==> src/design/fte_pkg.sv <==
// Package for the FAT entry locator: types, widths and register indexes.
package fte_pkg;

	// Volume classes, also the code carried on the output kind field.
	typedef enum logic [1:0] {
		KIND_FAT12 = 2'd0,
		KIND_FAT16 = 2'd1,
		KIND_FAT32 = 2'd2
	} kind_t;

	// Configuration register indexes.
	localparam logic [2:0] REG_BYTES_PER_SECTOR    = 3'd0;
	localparam logic [2:0] REG_SECTORS_PER_CLUSTER = 3'd1;
	localparam logic [2:0] REG_RESERVED_SECTORS    = 3'd2;
	localparam logic [2:0] REG_FAT_COPIES          = 3'd3;
	localparam logic [2:0] REG_ROOT_ENTRIES        = 3'd4;
	localparam logic [2:0] REG_FAT_SECTORS         = 3'd5;
	localparam logic [2:0] REG_VOLUME_SECTORS      = 3'd6;

	// Cluster count limits of the FAT12 and FAT16 classes.
	localparam logic [31:0] FAT12_LIMIT = 32'd4085;
	localparam logic [31:0] FAT16_LIMIT = 32'd65525;

	// Entry divider: table offset width, remainder width, bits per stage, stages.
	localparam int DIV_W      = 30;
	localparam int REM_W      = 13;
	localparam int DIV_STEPS  = 5;
	localparam int DIV_STAGES = DIV_W / DIV_STEPS;

	// Geometry unit state.
	typedef enum logic [2:0] {
		G_START,
		G_ROOT,
		G_SUM,
		G_LOAD,
		G_CLUS,
		G_KIND,
		G_IDLE
	} geo_state_t;

	// Derived geometry handed from the geometry unit to the pipeline.
	typedef struct packed {
		logic        busy;
		logic [12:0] bps;
		logic [15:0] reserved;
		kind_t       kind;
		logic [28:0] data_start;
		logic [31:0] clusters;
		logic        bad;
	} geo_t;

endpackage

==> src/design/fte_geometry.sv <==
// Configuration registers and the serial unit that derives the volume geometry.
module fte_geometry (
	input  logic          clk,
	input  logic          arst_n,
	input  logic          cfg_we,
	input  logic [2:0]    cfg_index,
	input  logic [31:0]   cfg_wdata,
	output fte_pkg::geo_t geo
);
	import fte_pkg::*;

	logic [12:0] bps_q;
	logic [7:0]  spc_q;
	logic [15:0] reserved_q;
	logic [7:0]  copies_q;
	logic [15:0] root_entries_q;
	logic [21:0] fat_sectors_q;
	logic [31:0] volume_q;

	geo_state_t  state_q, state_nx;
	logic [4:0]  cnt_q;
	logic [12:0] div_q;
	logic [12:0] rem_q;
	logic [31:0] quo_q;
	logic [29:0] prod_q;
	logic [31:0] first_q;
	logic [31:0] clusters_q;
	logic        bad_q;
	kind_t       kind_q;

	logic        busy;
	logic [12:0] bps_eff;
	logic [7:0]  spc_eff;
	logic [21:0] root_num;
	logic [13:0] step_t;
	logic [13:0] step_d;
	logic        step_ge;
	logic [12:0] rem_nx;
	logic        bad_nx;

	// A zero sector or cluster size is taken as one.
	assign bps_eff = (bps_q == 13'd0) ? 13'd1 : bps_q;
	assign spc_eff = (spc_q == 8'd0) ? 8'd1 : spc_q;

	// Numerator of the rounded-up root directory sector count.
	assign root_num = {1'b0, root_entries_q, 5'b0} + {9'b0, bps_eff} - 22'd1;

	// One restoring division step per cycle.
	assign step_t  = {rem_q, quo_q[31]};
	assign step_d  = step_t - {1'b0, div_q};
	assign step_ge = (step_t >= {1'b0, div_q});
	assign rem_nx  = step_ge ? step_d[12:0] : step_t[12:0];
	assign bad_nx  = (volume_q < first_q);

	// Configuration registers.
	always_ff @(posedge clk or negedge arst_n) begin
		if (!arst_n) begin
			bps_q          <= 13'd512;
			spc_q          <= 8'd1;
			reserved_q     <= 16'd1;
			copies_q       <= 8'd2;
			root_entries_q <= 16'd512;
			fat_sectors_q  <= 22'd1;
			volume_q       <= 32'd0;
		end else if (cfg_we) begin
			unique case (cfg_index)
				REG_BYTES_PER_SECTOR:    bps_q          <= cfg_wdata[12:0];
				REG_SECTORS_PER_CLUSTER: spc_q          <= cfg_wdata[7:0];
				REG_RESERVED_SECTORS:    reserved_q     <= cfg_wdata[15:0];
				REG_FAT_COPIES:          copies_q       <= cfg_wdata[7:0];
				REG_ROOT_ENTRIES:        root_entries_q <= cfg_wdata[15:0];
				REG_FAT_SECTORS:         fat_sectors_q  <= cfg_wdata[21:0];
				REG_VOLUME_SECTORS:      volume_q       <= cfg_wdata;
				default: ;
			endcase
		end
	end

	// State register; every register write restarts the derivation.
	always_ff @(posedge clk or negedge arst_n) begin
		if (!arst_n) begin
			state_q <= G_START;
		end else if (cfg_we) begin
			state_q <= G_START;
		end else begin
			state_q <= state_nx;
		end
	end

	// Next state and busy flag.
	always_comb begin
		state_nx = state_q;
		busy     = 1'b1;
		unique case (state_q)
			G_START: state_nx = G_ROOT;
			G_ROOT:  if (cnt_q == 5'd31) state_nx = G_SUM;
			G_SUM:   state_nx = G_LOAD;
			G_LOAD:  state_nx = G_CLUS;
			G_CLUS:  if (cnt_q == 5'd31) state_nx = G_KIND;
			G_KIND:  state_nx = G_IDLE;
			G_IDLE:  busy = 1'b0;
			default: state_nx = G_START;
		endcase
	end

	// Step counter.
	always_ff @(posedge clk or negedge arst_n) begin
		if (!arst_n) begin
			cnt_q <= 5'd0;
		end else if (state_q == G_ROOT || state_q == G_CLUS) begin
			cnt_q <= cnt_q + 5'd1;
		end else begin
			cnt_q <= 5'd0;
		end
	end

	// Datapath: root sectors, first data sector, cluster count and class.
	always_ff @(posedge clk) begin
		unique case (state_q)
			G_START: begin
				prod_q <= {22'b0, copies_q} * {8'b0, fat_sectors_q};
				div_q  <= bps_eff;
				rem_q  <= 13'd0;
				quo_q  <= {10'b0, root_num};
			end
			G_ROOT, G_CLUS: begin
				rem_q <= rem_nx;
				quo_q <= {quo_q[30:0], step_ge};
			end
			G_SUM: begin
				first_q <= {16'b0, reserved_q} + {2'b0, prod_q} + {10'b0, quo_q[21:0]};
			end
			G_LOAD: begin
				bad_q <= bad_nx;
				div_q <= {5'b0, spc_eff};
				rem_q <= 13'd0;
				quo_q <= bad_nx ? 32'd0 : (volume_q - first_q);
			end
			G_KIND: begin
				clusters_q <= quo_q;
				priority if (quo_q < FAT12_LIMIT) kind_q <= KIND_FAT12;
				else if (quo_q < FAT16_LIMIT) kind_q <= KIND_FAT16;
				else kind_q <= KIND_FAT32;
			end
			default: ;
		endcase
	end

	// Derived geometry, packed in the field order of the hand-over type.
	assign geo = {busy, bps_eff, reserved_q, kind_q, first_q[28:0], clusters_q, bad_q};

endmodule

==> src/design/fte_div_stage.sv <==
// One stage of the pipelined entry divider, a few restoring steps deep.
module fte_div_stage (
	input  logic                      clk,
	input  logic                      arst_n,
	input  logic                      en,
	input  logic                      valid_in,
	input  logic [fte_pkg::REM_W-1:0] rem_in,
	input  logic [fte_pkg::DIV_W-1:0] quo_in,
	input  logic [fte_pkg::REM_W-1:0] divisor,
	output logic                      valid_sn,
	output logic [fte_pkg::REM_W-1:0] rem_sn,
	output logic [fte_pkg::DIV_W-1:0] quo_sn
);
	import fte_pkg::*;

	logic [REM_W-1:0] rem_nx;
	logic [DIV_W-1:0] quo_nx;

	// Shift one dividend bit into the remainder per step, keep the quotient bit.
	always_comb begin
		logic [REM_W:0]   t;
		logic [REM_W:0]   d;
		logic             ge;
		logic [REM_W-1:0] r;
		logic [DIV_W-1:0] q;
		r = rem_in;
		q = quo_in;
		for (int k = 0; k < DIV_STEPS; k++) begin
			t  = {r, q[DIV_W-1]};
			d  = t - {1'b0, divisor};
			ge = (t >= {1'b0, divisor});
			r  = ge ? d[REM_W-1:0] : t[REM_W-1:0];
			q  = {q[DIV_W-2:0], ge};
		end
		rem_nx = r;
		quo_nx = q;
	end

	// Valid bit of the stage.
	always_ff @(posedge clk or negedge arst_n) begin
		if (!arst_n) begin
			valid_sn <= 1'b0;
		end else if (en) begin
			valid_sn <= valid_in;
		end
	end

	// Stage payload.
	always_ff @(posedge clk) begin
		if (en) begin
			rem_sn <= rem_nx;
			quo_sn <= quo_nx;
		end
	end

endmodule

==> src/design/fat_table_entry_locator.sv <==
// Top level of the FAT entry locator: geometry unit and entry address pipeline.
//
// Configuration: cfg_we, cfg_index and cfg_wdata write one geometry register
// per cycle. After reset and after every register write the geometry unit
// derives the root directory size, first data sector, cluster count and
// volume class; s_tready stays low during that time.
// Write the registers only while no transfer is in flight.
//
// Input channel (s_*): one cluster number per transfer.
// Output channel (m_*): one result per input, in order: the sector and byte
// offset of the cluster's FAT entry, plus the volume geometry.
//
// An input transfer reaches m_tvalid through the pipeline: one stage forms the
// table offset, six stages divide it by the sector size five bits at a time,
// and the output stage adds the reserved sectors. One transfer is taken
// every cycle while the geometry unit is idle. When m_tready is low while
// a result waits, the whole pipeline holds and s_tready drops; nothing is
// lost or repeated. Reset clears all valid bits, restores default geometry.
module fat_table_entry_locator (
	input  logic         clk,
	input  logic         arst_n,
	input  logic         cfg_we,
	input  logic [2:0]   cfg_index,
	input  logic [31:0]  cfg_wdata,
	input  logic         s_tvalid,
	output logic         s_tready,
	input  logic [31:0]  s_tdata,   // [27:0] cluster_number
	output logic         m_tvalid,
	input  logic         m_tready,
	output logic [95:0]  m_tdata,   // [21:0] entry_sector, [33:22] entry_byte_offset,
	                                // [62:34] data_start_sector, [94:63] data_clusters
	output logic [2:0]   m_tuser    // [1:0] volume_kind, [2] geometry_error
);
	import fte_pkg::*;

	geo_t             geo;
	logic             en;
	logic             accept;
	logic [27:0]      cluster;
	logic [DIV_W-1:0] table_off;

	logic             valid_s1;
	logic [DIV_W-1:0] off_s1;

	logic [DIV_STAGES:0] stage_valid;
	logic [REM_W-1:0]    stage_rem [DIV_STAGES+1];
	logic [DIV_W-1:0]    stage_quo [DIV_STAGES+1];

	logic             valid_s8;
	logic [21:0]      sector_s8;
	logic [11:0]      offset_s8;

	fte_geometry u_geometry (
		.clk       (clk),
		.arst_n    (arst_n),
		.cfg_we    (cfg_we),
		.cfg_index (cfg_index),
		.cfg_wdata (cfg_wdata),
		.geo       (geo)
	);

	// The pipeline moves whenever the output register is free or being taken.
	assign en       = !valid_s8 || m_tready;
	assign s_tready = en && !geo.busy;
	assign accept   = s_tvalid && s_tready;
	assign cluster  = s_tdata[27:0];

	// Table offset: 4, 2 or 1.5 bytes per entry depending on the class.
	always_comb begin
		unique case (geo.kind)
			KIND_FAT32: table_off = {cluster, 2'b00};
			KIND_FAT16: table_off = {1'b0, cluster, 1'b0};
			default:    table_off = {2'b0, cluster} + {3'b0, cluster[27:1]};
		endcase
	end

	// First stage valid bit.
	always_ff @(posedge clk or negedge arst_n) begin
		if (!arst_n) begin
			valid_s1 <= 1'b0;
		end else if (en) begin
			valid_s1 <= accept;
		end
	end

	// First stage payload.
	always_ff @(posedge clk) begin
		if (en) begin
			off_s1 <= table_off;
		end
	end

	assign stage_valid[0] = valid_s1;
	assign stage_rem[0]   = REM_W'(0);
	assign stage_quo[0]   = off_s1;

	// Divider stages: quotient and remainder of the offset by the sector size.
	for (genvar g = 0; g < DIV_STAGES; g++) begin : g_div
		fte_div_stage u_stage (
			.clk      (clk),
			.arst_n   (arst_n),
			.en       (en),
			.valid_in (stage_valid[g]),
			.rem_in   (stage_rem[g]),
			.quo_in   (stage_quo[g]),
			.divisor  (geo.bps),
			.valid_sn (stage_valid[g+1]),
			.rem_sn   (stage_rem[g+1]),
			.quo_sn   (stage_quo[g+1])
		);
	end

	// Output stage valid bit.
	always_ff @(posedge clk or negedge arst_n) begin
		if (!arst_n) begin
			valid_s8 <= 1'b0;
		end else if (en) begin
			valid_s8 <= stage_valid[DIV_STAGES];
		end
	end

	// Output stage: the entry sector counts from the start of the volume, past the reserved sectors.
	always_ff @(posedge clk) begin
		if (en) begin
			sector_s8 <= {6'b0, geo.reserved} + stage_quo[DIV_STAGES][21:0];
			offset_s8 <= stage_rem[DIV_STAGES][11:0];
		end
	end

	assign m_tvalid = valid_s8;
	assign m_tdata  = {1'b0, geo.clusters, geo.data_start, offset_s8, sector_s8};
	assign m_tuser  = {geo.bad, geo.kind};

endmodule

==> config.mk <==
export PLATFORM = sky130hd
export DESIGN_NAME = fat_table_entry_locator
export DESIGN_NICKNAME = d
export VERILOG_FILES = /design/src/design/fte_pkg.sv /design/src/design/fte_geometry.sv /design/src/design/fte_div_stage.sv /design/src/design/fat_table_entry_locator.sv
export SDC_FILE = /design/constraint.sdc
export NUM_CORES = 2
export LEC_CHECK = 0
export ABC_AREA = 1
export BUFFER_PORTS_ARGS = -buffer_cell sky130_fd_sc_hd__buf_4
export CAP_MARGIN = 15
export CORE_MARGIN = 4
export CORE_UTILIZATION = 35
export CTS_BUF_LIST = sky130_fd_sc_hd__clkbuf_4
export DETAILED_ROUTE_END_ITERATION = 16
export HOLD_SLACK_MARGIN = 0.02
export PLACE_DENSITY = 0.54
export SKIP_LAST_GASP = 1
export SYNTH_ARGS = -nofsm -noshare
export SYNTH_HDL_FRONTEND = slang
export SYNTH_HIERARCHICAL = 1
export SYNTH_SLANG_ARGS = --single-unit
==> constraint.sdc <==
create_clock -name clk -period 9.85 [get_ports clk]
set_clock_uncertainty 0.05 [all_clocks]
set_input_delay 0.4925 -clock clk [delete_from_list [all_inputs] [get_ports clk]]
set_output_delay 0.4925 -clock clk [all_outputs]
set_load 0.05 [all_outputs]
==> flow_summary.yaml <==
timing:
  worstMarginPinSlew_ns: 0.994
  rsz0062_at_grt: "true"
  hold_violations: 0
  slew_headroom_pct: 33.7
  slew_viol_final: 0
  fin_crit_ns: 9.71
  max_freq_mhz: 103
  setup_violations: 0
  timing.final.crit_share_pct: 98.6
worst_setup_path:
  crit_arrival_ns: 10.63
  cp.required_ns: 10.77
  path_delay_family: "simple AND/OR/NAND/NOR gates"
  critPathSlowestCell: "dfrtp_1"
  r2r_slack_ns: 0.14
  crit_type: "flop to flop"
  worstSetupStartpointType: "flop"
  max_stage_delay_ns: 0.39
  worst-path-stages: 68
  path_buf_inv: 15
  crit_top_cell: "nand2_2"
  crit_path_end: "g_div[3].u_stage/rem_sn[0]"
  r2r-end: "g_div[3].u_stage/rem_sn[0]"
  r2r_cells: 68
  reg2reg_from: "u_geometry/bps_q[7]"
  cp_max_fo: 8
  cp-startpoint: "u_geometry/bps_q[7]"
  worstSetupEndpointType: "flop"
synthesis:
  avgSynthCellArea_sq_um: 7.27
  yosys_warnings: 6
  synthCells: 8303
  syn_area_sq_mm: 0.0603
floorplan:
  die_area_sq_mm: 0.179
  start_util_pct: 35.2
  die_y_um: 423
  std_cell_rows: 152
  core_sq_mm: 0.172
  die_w_um: 423
  pin_count: 173
routing:
  ant_nets: 0
  firstDrtPassIters: 5
  wl_per_cell_um: 16.2
  drt-total-wl_um: 203000
  drc_errors: 0
  vias: 59800
  dr.first_iter.drc_count: 3655
  vias_per_cell: 4.78
grt:
  grt_antenna_before_repair: 13
  grt_max_degree: 77
  grt_pass1_vias: 58200
  grt_pass1_wl_um: 311000
  grt_overflow_total: 0
  grt_use_total_pct: 21.7
min_path:
  min_path_type: "input pin to flop"
placed_design:
  hpwl_um: 162000
  io_buffers: 167
  routabilityCongestion: 0.941
clock_network:
  path_clk_slew_ns: 0.07
  worstSkewPairLatency_ns: 1.13
  cts_inserted_buffers: 158
  cts_tree: "done"
  htreeDepth: 4
  cts_root_buf: "clkbuf_4"
  cts_sinks: 561
  clock_path_buffers: 3
run:
  max-cap-violations: 0
cells_and_area:
  fin_util_pct: 47.1
  syn_to_final_growth_pct: 33.9
  nNetsFinal: 10900
  drive_gt1_share_pct: 26.2
outcome:
  status: "completed"
[worst register-to-register path, delay by kind of cell (launching register included)]
family	cells	cell delay, ns
buffers and inverters	15	1.80
adders and majority gates	6	1.85
DFF	1	0.39
and+or+nand+nor	35	3.66
AOI/OAI and AO/OA	12	1.84
[what timing repair did]
item,CTS,global route
resized for setup,81,545
pin swaps,17,149
endpoints found under the setup margin,82,82
buffers inserted,8,68
hold endpoints to repair,257,0
hold buffers,113,0
gates cloned,5,16
[sequential cells by signal, indices dropped and copies added (netlist names), 30 cells and up]
| register | cells |
|---|---|
| g_div.u_stage/quo_sn | 135 |
| g_div.u_stage/rem_sn | 77 |
| off_s1 | 30 |
| u_geometry/clusters_q | 32 |
| u_geometry/first_q | 31 |
| u_geometry/prod_q | 30 |
| u_geometry/quo_q | 32 |
| u_geometry/volume_q | 32 |
[area by class of cell]
| cell class | instances | area, sq um |
|---|---|---|
| inverter | 1413 | 5380 |
| multi-input combinational | 6198 | 40400 |
| timing repair inverter | 4 | 28.8 |
| clock inverter | 57 | 384 |
| sequential | 561 | 16200 |
| clock buffer | 229 | 1720 |
| timing repair buffer | 1736 | 13800 |
| fill | 17300 | 90700 |
| tap | 2310 | 2890 |
| antenna | 8 | 20.0 |
[worst min path at each step]
| stage | startpoint | endpoint | slack (ns) | cells after the start |
|---|---|---|---|---|
| CTS | cfg_wdata[19] | u_geometry/volume_q[19] | 0.06 | 4 |
| global placement | g_div[0].u_stage/quo_sn[9] | g_div[1].u_stage/quo_sn[14] | 0.35 | 0 |
| detailed placement | g_div[0].u_stage/quo_sn[5] | g_div[1].u_stage/quo_sn[10] | 0.35 | 0 |
| finish | cfg_wdata[17] | u_geometry/volume_q[17] | 0.22 | 4 |
| global route | cfg_wdata[19] | u_geometry/volume_q[19] | 0.15 | 4 |
| floorplan | arst_n | g_div[0].u_stage/valid_sn | 0.15 | 0 |
[metal layers]
layer  wire (um)  vias to the layer above  global-route usage, %  part of all wire [%]
li1            -                    30500                      -                     -
met1       91000                    27900                   28.5                    45
met2       98400                     1134                   37.9                    49
met3        8030                      264                   2.29                   4.0
met4        5370                        2                   5.84                   2.6
met5          13                        -                      0                0.0064
[cell usage in the layout, fill, tap and decap left out, types with 132 or more instances in the layout]
master    count
o21ai_0     250
nor2_1      416
nand2_1    2471
a21oi_1     370
inv_1      1362
xor2_1      239
buf_4      1571
clkbuf_4    229
nand2_2     132
fa_1        153
edfxtp_1    430
ha_1        534
nand3_1     375
[metrics by stage]
stage / hold slack, ns / setup WS, ns / instances / setup TNS [ns] / area [sq um]
after floorplan: 0.147 / 0.115 / 8331 / 0 / 60400
after global placement: 0.351 / -0.688 / 12000 / -17.61 / 74000
after detailed placement: 0.355 / -0.778 / 12000 / -34.07 / 74000
after CTS: 0.0598 / -0.195 / 12400 / -2.99 / 77700
after global routing: 0.149 / -0.417 / 12500 / -29.74 / 80800
final: 0.220 / 0.135 / 12500 / 0 / 80800
Power is not shown: default switching activity piles up to over one toggle a cycle in this logic, so the estimate is an artifact.
